<file path="src/hdl/ump_pkg.sv">
// Package for the upwind momentum flux correction core: types, constants, helpers.
package ump_pkg;

  localparam int unsigned FracBitsDef = 16;
  localparam int unsigned SumW        = 66;

  typedef struct packed {
    logic [1:0]         action;
    logic               line_start;
    logic signed [31:0] vel_one;
    logic signed [31:0] vel_two;
    logic signed [31:0] vel_three;
    logic signed [31:0] face_flux;
    logic signed [31:0] trans_a_low;
    logic signed [31:0] trans_a_high;
    logic signed [31:0] trans_b_low;
    logic signed [31:0] trans_b_high;
  } ump_in_t;

  typedef struct packed {
    logic signed [31:0] incr_one;
    logic signed [31:0] incr_two;
    logic signed [31:0] incr_three;
  } ump_out_t;

  typedef enum logic {
    OP_MUL,
    OP_DIV
  } mdu_op_e;

  typedef struct packed {
    logic    start;
    mdu_op_e op;
  } mdu_cmd_t;

  typedef enum logic [2:0] {
    ST_IDLE,
    ST_DIFF,
    ST_VL_MUL,
    ST_VL_DIV,
    ST_ADV,
    ST_OUT
  } ump_state_e;

  function automatic logic [31:0] mag32(logic signed [31:0] x);
    logic [31:0] r;
    r = x[31] ? 32'(-x) : 32'(x);
    return r;
  endfunction

  function automatic logic signed [31:0] sat32(logic signed [SumW-1:0] v);
    logic signed [31:0] r;
    if (v > $signed({{(SumW-32){1'b0}}, 32'h7fff_ffff})) begin
      r = 32'sh7fff_ffff;
    end else if (v < $signed({{(SumW-32){1'b1}}, 32'h8000_0000})) begin
      r = 32'sh8000_0000;
    end else begin
      r = v[31:0];
    end
    return r;
  endfunction

endpackage

</file>
<file path="src/hdl/upwind_momentum_flux_correction_core.sv">
// Top level of the upwind momentum flux correction core: sequencer and state.
// An item that gives no result (first cell of a line, no previous cell, or an
// inactive direction) is only stored, and the input stays ready. An item that
// closes a face runs on the one shared multiply/divide unit: three multiplies
// for the diffusion terms, then for each transverse direction with same-sign
// normal velocities one multiply, one divide and one multiply for the Van Leer
// advection term. Each operation is launched by a start command and ends with
// the unit's registered done. A limiter that is zero skips its multiply and
// divide. The input is not ready until the result is loaded into the output
// register, which waits while an earlier result has not been taken.
module upwind_momentum_flux_correction_core #(
  parameter int unsigned FRAC_BITS = ump_pkg::FracBitsDef
) (
  input  logic             clk_i,
  input  logic             rst_ni,
  input  logic             in_valid_i,
  output logic             in_ready_o,
  input  ump_pkg::ump_in_t in_data_i,
  output logic             out_valid_o,
  input  logic             out_ready_i,
  output ump_pkg::ump_out_t out_data_o,
  input  logic             cfg_we_i,
  input  logic [1:0]       cfg_data_i
);

  localparam int unsigned SumW = ump_pkg::SumW;

  ump_pkg::ump_state_e state_q, state_d;
  ump_pkg::ump_in_t    cur_q;
  logic signed [31:0]  prv_vel_q [3];
  logic signed [31:0]  prv_tr_q  [4];
  logic                prv_valid_q;
  logic [1:0]          act_dims_q;
  logic [1:0]          idx_q;
  logic signed [SumW-1:0] sum_q [3];
  logic signed [31:0]  lv_q;
  logic                launched_q;
  ump_pkg::ump_out_t   out_q;
  logic                out_valid_q;

  ump_pkg::mdu_cmd_t   cmd;
  logic [63:0]         opa;
  logic [32:0]         opb;
  logic                mdu_done;
  logic [63:0]         mdu_res;

  logic                in_acc;
  logic                emit;
  logic                step_done;
  logic                out_load;
  logic signed [31:0]  cur_vel [3];
  logic signed [31:0]  up_v;
  logic signed [31:0]  vp, vc;
  logic                same;
  logic [1:0]          ta, tb, tk;
  logic signed [31:0]  pa, pb;
  logic                vl_pos, vl_neg, vl_ok;
  logic                prod_neg;
  logic signed [64:0]  prod_s;
  logic signed [64:0]  term;
  logic [63:0]         q;
  logic signed [31:0]  lv_sat;

  always_comb begin
    cur_vel[0] = cur_q.vel_one;
    cur_vel[1] = cur_q.vel_two;
    cur_vel[2] = cur_q.vel_three;
    case (idx_q)
      2'd0:    up_v = (cur_q.face_flux >= 0) ? prv_vel_q[0] : cur_vel[0];
      2'd1:    up_v = (cur_q.face_flux >= 0) ? prv_vel_q[1] : cur_vel[1];
      default: up_v = (cur_q.face_flux >= 0) ? prv_vel_q[2] : cur_vel[2];
    endcase
    case (cur_q.action)
      2'd0:    begin vp = prv_vel_q[0]; vc = cur_vel[0]; end
      2'd1:    begin vp = prv_vel_q[1]; vc = cur_vel[1]; end
      default: begin vp = prv_vel_q[2]; vc = cur_vel[2]; end
    endcase
    same = !((vp < 0 && vc > 0) || (vp > 0 && vc < 0));
    ta   = (cur_q.action == 2'd0) ? 2'd1 : 2'd0;
    tb   = (cur_q.action == 2'd2) ? 2'd1 : 2'd2;
    tk   = idx_q[0] ? tb : ta;
    pa   = idx_q[0] ? prv_tr_q[3] : prv_tr_q[1];
    pb   = idx_q[0] ? prv_tr_q[2] : prv_tr_q[0];
    vl_pos = pa > 0 && pb > 0;
    vl_neg = pa < 0 && pb < 0;
    vl_ok  = vl_pos || vl_neg;

    in_acc = in_valid_i && in_ready_o;
    emit   = !in_data_i.line_start && prv_valid_q && (in_data_i.action != 2'd3) &&
             (in_data_i.action < act_dims_q);
    step_done = launched_q && mdu_done;
    out_load  = (state_q == ump_pkg::ST_OUT) && (!out_valid_q || out_ready_i);

    prod_neg = (state_q == ump_pkg::ST_DIFF) ? (cur_q.face_flux[31] ^ up_v[31])
                                             : (vc[31] ^ lv_q[31]);
    prod_s   = prod_neg ? -$signed({1'b0, mdu_res}) : $signed({1'b0, mdu_res});
    if ((state_q == ump_pkg::ST_DIFF) && (idx_q == cur_q.action)) begin
      term = prod_s >>> (FRAC_BITS - 1);
    end else begin
      term = prod_s >>> FRAC_BITS;
    end

    q = mdu_res;
    if (vl_pos) begin
      lv_sat = (q > 64'h7fff_ffff) ? 32'sh7fff_ffff : $signed(q[31:0]);
    end else begin
      lv_sat = (q > 64'h8000_0000) ? 32'sh8000_0000 : $signed(32'(-q[31:0]));
    end
  end

  // next state
  always_comb begin
    state_d = state_q;
    case (state_q)
      ump_pkg::ST_IDLE: begin
        if (in_acc && emit) state_d = ump_pkg::ST_DIFF;
      end
      ump_pkg::ST_DIFF: begin
        if (step_done && idx_q == 2'd2) begin
          state_d = same ? ump_pkg::ST_VL_MUL : ump_pkg::ST_OUT;
        end
      end
      ump_pkg::ST_VL_MUL: begin
        if (!vl_ok) state_d = ump_pkg::ST_ADV;
        else if (step_done) state_d = ump_pkg::ST_VL_DIV;
      end
      ump_pkg::ST_VL_DIV: begin
        if (step_done) state_d = ump_pkg::ST_ADV;
      end
      ump_pkg::ST_ADV: begin
        if (step_done) state_d = idx_q[0] ? ump_pkg::ST_OUT : ump_pkg::ST_VL_MUL;
      end
      ump_pkg::ST_OUT: begin
        if (out_load) state_d = ump_pkg::ST_IDLE;
      end
      default: state_d = ump_pkg::ST_IDLE;
    endcase
  end

  // unit commands and operands
  always_comb begin
    cmd.start  = 1'b0;
    cmd.op     = ump_pkg::OP_MUL;
    opa        = '0;
    opb        = '0;
    in_ready_o = 1'b0;
    case (state_q)
      ump_pkg::ST_IDLE: in_ready_o = 1'b1;
      ump_pkg::ST_DIFF: begin
        cmd.start = !launched_q;
        opa = {32'd0, ump_pkg::mag32(cur_q.face_flux)};
        opb = {1'b0, ump_pkg::mag32(up_v)};
      end
      ump_pkg::ST_VL_MUL: begin
        cmd.start = !launched_q && vl_ok;
        opa = {32'd0, ump_pkg::mag32(pa)};
        opb = {1'b0, ump_pkg::mag32(pb)};
      end
      ump_pkg::ST_VL_DIV: begin
        cmd.start = !launched_q;
        cmd.op    = ump_pkg::OP_DIV;
        opa = {mdu_res[62:0], 1'b0};
        opb = {1'b0, ump_pkg::mag32(pa)} + {1'b0, ump_pkg::mag32(pb)};
      end
      ump_pkg::ST_ADV: begin
        cmd.start = !launched_q;
        opa = {32'd0, ump_pkg::mag32(vc)};
        opb = {1'b0, ump_pkg::mag32(lv_q)};
      end
      default: ;
    endcase
  end

  ump_mdu u_mdu (
    .clk_i  (clk_i),
    .rst_ni (rst_ni),
    .cmd_i  (cmd),
    .opa_i  (opa),
    .opb_i  (opb),
    .done_o (mdu_done),
    .res_o  (mdu_res)
  );

  always_ff @(posedge clk_i or negedge rst_ni) begin
    if (!rst_ni) begin
      state_q     <= ump_pkg::ST_IDLE;
      prv_valid_q <= 1'b0;
      act_dims_q  <= 2'd3;
      launched_q  <= 1'b0;
      out_valid_q <= 1'b0;
      idx_q       <= '0;
      for (int i = 0; i < 3; i++) prv_vel_q[i] <= '0;
      for (int i = 0; i < 4; i++) prv_tr_q[i] <= '0;
    end else begin
      state_q <= state_d;
      if (cfg_we_i) act_dims_q <= cfg_data_i;
      if (cmd.start) launched_q <= 1'b1;
      else if (mdu_done) launched_q <= 1'b0;

      if (out_load) out_valid_q <= 1'b1;
      else if (out_ready_i) out_valid_q <= 1'b0;

      case (state_q)
        ump_pkg::ST_IDLE: begin
          idx_q <= '0;
          if (in_acc && !emit) begin
            // store the cell, no face to close
            prv_valid_q <= 1'b1;
            prv_vel_q[0] <= in_data_i.vel_one;
            prv_vel_q[1] <= in_data_i.vel_two;
            prv_vel_q[2] <= in_data_i.vel_three;
            prv_tr_q[0]  <= in_data_i.trans_a_low;
            prv_tr_q[1]  <= in_data_i.trans_a_high;
            prv_tr_q[2]  <= in_data_i.trans_b_low;
            prv_tr_q[3]  <= in_data_i.trans_b_high;
          end
        end
        ump_pkg::ST_DIFF: begin
          if (step_done) idx_q <= (idx_q == 2'd2) ? 2'd0 : idx_q + 2'd1;
        end
        ump_pkg::ST_ADV: begin
          if (step_done) idx_q <= 2'd1;
        end
        ump_pkg::ST_OUT: begin
          if (out_load) begin
            prv_valid_q  <= 1'b1;
            prv_vel_q[0] <= cur_q.vel_one;
            prv_vel_q[1] <= cur_q.vel_two;
            prv_vel_q[2] <= cur_q.vel_three;
            prv_tr_q[0]  <= cur_q.trans_a_low;
            prv_tr_q[1]  <= cur_q.trans_a_high;
            prv_tr_q[2]  <= cur_q.trans_b_low;
            prv_tr_q[3]  <= cur_q.trans_b_high;
          end
        end
        default: ;
      endcase
    end
  end

  always_ff @(posedge clk_i) begin
    if (in_acc) cur_q <= in_data_i;
    case (state_q)
      ump_pkg::ST_DIFF: begin
        if (step_done) sum_q[idx_q] <= {{(SumW-65){term[64]}}, term};
      end
      ump_pkg::ST_VL_MUL: begin
        if (!vl_ok) lv_q <= '0;
      end
      ump_pkg::ST_VL_DIV: begin
        if (step_done) lv_q <= lv_sat;
      end
      ump_pkg::ST_ADV: begin
        if (step_done) sum_q[tk] <= sum_q[tk] + {{(SumW-65){term[64]}}, term};
      end
      ump_pkg::ST_OUT: begin
        if (out_load) begin
          out_q.incr_one   <= ump_pkg::sat32(sum_q[0]);
          out_q.incr_two   <= ump_pkg::sat32(sum_q[1]);
          out_q.incr_three <= ump_pkg::sat32(sum_q[2]);
        end
      end
      default: ;
    endcase
  end

  assign out_valid_o = out_valid_q;
  assign out_data_o  = out_q;

  a_done_launched: assert property (@(posedge clk_i) disable iff (!rst_ni)
    mdu_done |-> launched_q)
    else $error("unit finished without a launched operation");

  a_ready_idle_unit: assert property (@(posedge clk_i) disable iff (!rst_ni)
    in_ready_o |-> !launched_q)
    else $error("input ready while the shared unit is busy");

  a_out_hold: assert property (@(posedge clk_i) disable iff (!rst_ni)
    (out_valid_o && !out_ready_i) |=> (out_valid_o && $stable(out_data_o)))
    else $error("pending result changed before it was taken");

  a_idx_range: assert property (@(posedge clk_i) disable iff (!rst_ni)
    (state_q != ump_pkg::ST_DIFF) |-> (idx_q[1] == 1'b0))
    else $error("transverse step index out of range");

endmodule

</file>
<file path="src/hdl/ump_mdu.sv">
// Shared iterative unit: unsigned 32x32 multiply and 64/33 restoring divide, one bit a cycle.
module ump_mdu (
  input  logic              clk_i,
  input  logic              rst_ni,
  input  ump_pkg::mdu_cmd_t cmd_i,
  input  logic [63:0]       opa_i,
  input  logic [32:0]       opb_i,
  output logic              done_o,
  output logic [63:0]       res_o
);

  logic              busy_q;
  logic              done_q;
  logic [5:0]        cnt_q;
  ump_pkg::mdu_op_e  op_q;
  logic [33:0]       hi_q;
  logic [63:0]       lo_q;
  logic [32:0]       opnd_q;

  logic [33:0] mul_t;
  logic [33:0] div_r;
  logic        div_ge;
  logic        last;

  always_comb begin
    mul_t  = {1'b0, hi_q[32:0]} + (lo_q[0] ? {1'b0, opnd_q} : 34'd0);
    div_r  = {hi_q[32:0], lo_q[63]};
    div_ge = div_r >= {1'b0, opnd_q};
    last   = (op_q == ump_pkg::OP_MUL) ? (cnt_q == 6'd31) : (cnt_q == 6'd63);
  end

  always_ff @(posedge clk_i or negedge rst_ni) begin
    if (!rst_ni) begin
      busy_q <= 1'b0;
      done_q <= 1'b0;
      cnt_q  <= '0;
      op_q   <= ump_pkg::OP_MUL;
    end else begin
      done_q <= busy_q && last;
      if (cmd_i.start) begin
        busy_q <= 1'b1;
        cnt_q  <= '0;
        op_q   <= cmd_i.op;
      end else if (busy_q) begin
        cnt_q <= cnt_q + 6'd1;
        if (last) begin
          busy_q <= 1'b0;
        end
      end
    end
  end

  always_ff @(posedge clk_i) begin
    if (cmd_i.start) begin
      hi_q <= '0;
      if (cmd_i.op == ump_pkg::OP_MUL) begin
        lo_q   <= {32'd0, opb_i[31:0]};
        opnd_q <= {1'b0, opa_i[31:0]};
      end else begin
        lo_q   <= opa_i;
        opnd_q <= opb_i;
      end
    end else if (busy_q) begin
      if (op_q == ump_pkg::OP_MUL) begin
        // add then shift the double-width product right
        hi_q        <= {1'b0, mul_t[33:1]};
        lo_q[31:0]  <= {mul_t[0], lo_q[31:1]};
      end else begin
        hi_q <= div_ge ? (div_r - {1'b0, opnd_q}) : div_r;
        lo_q <= {lo_q[62:0], div_ge};
      end
    end
  end

  assign done_o = done_q;
  assign res_o  = (op_q == ump_pkg::OP_MUL) ? {hi_q[31:0], lo_q[31:0]} : lo_q;

endmodule

</file>
<file path="config.mk">
export PLATFORM = sky130hd
export DESIGN_NAME = upwind_momentum_flux_correction_core
export DESIGN_NICKNAME = d
export VERILOG_FILES = /design/src/hdl/ump_pkg.sv /design/src/hdl/upwind_momentum_flux_correction_core.sv /design/src/hdl/ump_mdu.sv
export SDC_FILE = /design/constraint.sdc
export NUM_CORES = 2
export LEC_CHECK = 0
export BUFFER_PORTS_ARGS = -buffer_cell sky130_fd_sc_hd__buf_4
export CAP_MARGIN = 15
export CELL_PAD_IN_SITES_DETAIL_PLACEMENT = 1
export CELL_PAD_IN_SITES_GLOBAL_PLACEMENT = 2
export CORE_UTILIZATION = 43
export CTS_CLUSTER_SIZE = 16
export DETAILED_ROUTE_END_ITERATION = 10
export PLACE_DENSITY = 0.81
export SYNTH_ARGS = -nofsm -noshare
export SYNTH_HDL_FRONTEND = slang
export SYNTH_HIERARCHICAL = 1
export SYNTH_SLANG_ARGS = --single-unit
</file>
<file path="constraint.sdc">
create_clock -name clk_i -period 59 [get_ports clk_i]
set_input_delay 0 -clock clk_i [delete_from_list [all_inputs] [get_ports clk_i]]
set_output_delay 0 -clock clk_i [all_outputs]
set_load 0.01 [all_outputs]
</file>
==> results.toml <==
[power]
seqPwrFrac_pct = 24.0
powerDensity_nw_per_um2 = 65.1
p_leak_nw = 29.9
power_switching_mw = 2.43
power_mw = 4.82
swShare_pct = 50.4
p_comb_share_pct = 61.5
clock_power_share_pct = 14.6
ir_drop_mv = 0.0378
p_int_mw = 2.39

[yosys]
yosysSeqAreaShare_pct = 44.5
synth_cell_types = 121
synth_edf_count = 681
syn_inst = 6172
syn_area_um2 = 61100
synth_top_area_cell = "edfxtp_1"
async_reset_ff_share_pct = 25.4
avgSynthCellArea_um2 = 9.90
ys_warn_count = 6
syn-num-nets = 6614
ys_ff_latch = 957
synthFlopType = "edfxtp_1"
synth_top_area_share_pct = 33.5
yosys-top-cells-area = "edfxtp_1 (33%), dfrtp_1 (9.9%), mux2i_1 (8.6%)"

[sta]
rsz0062_at_grt = "false"
hold_violations = 0
hold_ws_ns = 0.0424
fin_crit_sh_pct = 13.2
slew_headroom_pct = 13.5
finalClockSkew_ns = 0.0642
min_period_ns = 7.79
fmax_ghz = 0.128
finalWorstSetupSlack_ns = 51.21
slew_violations = 0
worstMarginPinSlew_ns = 1.30
setup_viol = 0
finalSetupTns_ns = 0

[clock_network]
cts_num_sinks = 957
cts_buffer_depth = 3
cts_made_buffers = 109
cts_setup_buffers = 0
cts-htree-levels = 3
clk_latency_ns = 0.77
clkSlewWorstSetupHoldPaths_ns = 0.06
clockRootBuffer = "clkbuf_16"
cts_tree = "built"

[global_routing]
grt_pass1_wl_mm = 370
grtUsageTotal_pct = 34.3
grt_use_met2_pct = 57.6
antenna_found_initial = 7
met3_usage_pct = 4.19
grt_max_degree = 263
overflow = 0
grt_busiest_layer = "met2"
gr-usage-met1_pct = 44.8
grt_pass1_vias = 55539

[place]
placed_cell_area_um2 = 65100
hpwl_mm = 170
numPortBuffers = 363
gp_congestion = 0.989
dp_cells = 8076
pre_cts_slack_ns = 51.31

[run_status]
status = "finished clean"

[die]
die_y_um = 379
die_w_um = 379
coreArea_um2 = 140000
die_area_um2 = 144000
initial_utilization_pct = 43.6
io_pins = 364
placementRows = 137

[critical_path]
reg2reg_slack_ns = 51.21
critical_path_peak_fanout = 8
worstSetupEndpointType = "register"
r2r_end = "sum_q[1][58]"
worstPathRequired_ns = 59.52
worst-setup-path-type = "register to register"
cp.arrival_ns = 8.31
timing.reg2reg.worst_path_depth = 22
reg2reg_from = "u_mdu/lo_q[0]"
startpoint_type = "register"

[drt]
wire_per_inst_um = 28.3
drt_iter0_markers = 4842
firstDrtPassIters = 6
drt-vias-per-instance = 6.12
ant_nets = 0
drc = 0
vias = 53923
wl_mm = 249

[min_path]
min_from = "in_data_i[190]"
holdPathEnd = "cur_q[190]"
hold_path.class = "primary input to register"
whs_path_depth = 2

[cells_and_area]
nets = 7273
stdcell_count = 8804
fill_cells = 15366
stdcell_area_um2 = 74000
fin_util_pct = 52.8
drive_above_1_share_pct = 12.7
multi_input_area_um2 = 31600
synthToLayoutAreaGrowth_pct = 21.1
seqCellArea_um2 = 27200

[run]
cap_violations = 0
-- placed cells by master (no fill, tap or decap), types with 41 or more instances in the layout --
cell type / Yosys / final
nand3_1: 82 / 81
o31ai_1: 44 / 41
nand2b_1: 49 / 48
a21o_1: 94 / 94
ha_1: 172 / 172
inv_1: 133 / 133
xnor2_1: 179 / 179
dlygate4sd3_1: 0 / 518
dfrtp_1: 241 / 237
nor4_1: 57 / 57
nand4_1: 80 / 80
and3_1: 52 / 51
buf_4: 43 / 448
and2_1: 54 / 52
nand2_1: 791 / 789
mux2i_1: 524 / 522
nor2_1: 260 / 256
mux2_2: 146 / 146
edfxtp_1: 681 / 681
o21ai_0: 568 / 567
clkbuf_16: 0 / 109
nor2b_1: 98 / 96
xor2_1: 181 / 181
a31oi_1: 46 / 44
o21ai_1: 52 / 52
a211oi_1: 89 / 89
nor3_1: 108 / 106
a21oi_1: 392 / 391
-- cells in the mapped netlist (40+ instances only) --
cell	instances
nor4_1	57
xnor2_1	179
a21oi_1	392
inv_1	133
edfxtp_1	681
nor2_1	260
buf_1	40
and2_1	54
and3_1	52
mux2_2	146
nand2b_1	49
nor3_1	108
a31oi_1	46
buf_4	43
clkbuf_1	273
a211oi_1	89
dfrtp_1	241
o31ai_1	44
ha_1	172
buf_2	57
a21o_1	94
mux2i_1	524
nand4_1	80
nand3_1	82
nand2_1	791
xor2_1	181
nor2b_1	98
o21ai_0	568
o21ai_1	52
-- cell type report --
| type | instances | share of cell area (%) |
|---|---|---|
| multi-input combinational | 4656 | 42.8 |
| sequential | 957 | 36.8 |
| timing repair buffer | 972 | 11.7 |
| clock buffer | 151 | 4.06 |
| tap | 1876 | 3.17 |
| clock inverter | 54 | 0.786 |
| inverter | 135 | 0.687 |
| antenna | 3 | 0.0101 |
-- worst max-delay path by stage --
| stage | from | endpoint | slack, ns | depth (start not counted) |
|---|---|---|---|---|
| after floorplan | state_q[0] | prv_tr_q[127] | 36.90 | 9 |
| after global placement | u_mdu/op_q | sum_q[0][54] | 51.40 | 20 |
| after detailed placement | u_mdu/op_q | sum_q[0][58] | 51.31 | 20 |
| after CTS | u_mdu/op_q | sum_q[1][58] | 51.27 | 20 |
| after global routing | u_mdu/op_q | sum_q[1][58] | 50.67 | 20 |
| final | u_mdu/lo_q[0] | sum_q[1][58] | 51.21 | 22 |
-- registers in the layout, indices dropped and copies added (netlist names), 2 cells and up --
signal / count
act_dims_q: 2
cur_q: 258
idx_q: 2
lv_q: 32
out_data_o: 96
prv_tr_q: 128
prv_vel_q: 96
state_q: 3
sum_q: 198
u_mdu/cnt_q: 6
u_mdu/hi_q: 33
u_mdu/lo_q: 64
u_mdu/opnd_q: 33
-- metal layers --
| metal | up-vias | share of wire, % |
|---|---|---|
| met3 | 436 | 6.1 |
| met1 | 27340 | 42 |
| met2 | 2048 | 48 |
| li1 | 24097 | - |
| met4 | 2 | 4.2 |
| met5 | - | 0.0044 |
-- power groups by stage --
stage | clock [mW] | combinational (mW) | sequential (mW)
after global routing | 0.730 | 3.16 | 1.17
final | 0.701 | 2.96 | 1.15
after floorplan | 0 | 1.96 | 1.08
after CTS | 0.702 | 2.90 | 1.14
after detailed placement | 0 | 2.85 | 1.15
after global placement | 0 | 2.82 | 1.14
-- repair_timing --
action,4_1_cts,5_1_grt
hold buffers,519,0
hold endpoints to repair,578,0
endpoints found under the setup margin,0,0
gates resized for setup,0,0
-- critical path, stage by stage, from the launching register on --
cell      delay (ns)
edfxtp_1        0.56
inv_1           0.15
ha_1            0.19
or3b_1          0.43
nor4_2          0.51
and4_1          0.52
nand2_1         0.21
nor2_1          0.50
nand2_1         0.31
nand2_1         0.15
xor2_1          0.21
mux2i_1         0.19
ha_1            0.41
a21oi_1         0.27
o21ai_0         0.24
a221oi_1        0.42
nand3_1         0.12
a21oi_1         0.46
nor4_1          0.21
o31ai_1         0.74
a21oi_1         0.19
o21a_1          0.23
o31ai_1         0.33
-- cell families after synthesis --
logic type	Yosys count	synth area share (%)
xor+xnor	360	5.16
compound gates	1619	16.3
fa+ha+maj	176	3.65
flops	957	44.5
buf+inv	559	3.95
mux	705	12.2
simple gates	1796	14.2
Power figures use the tool's default switching activity.
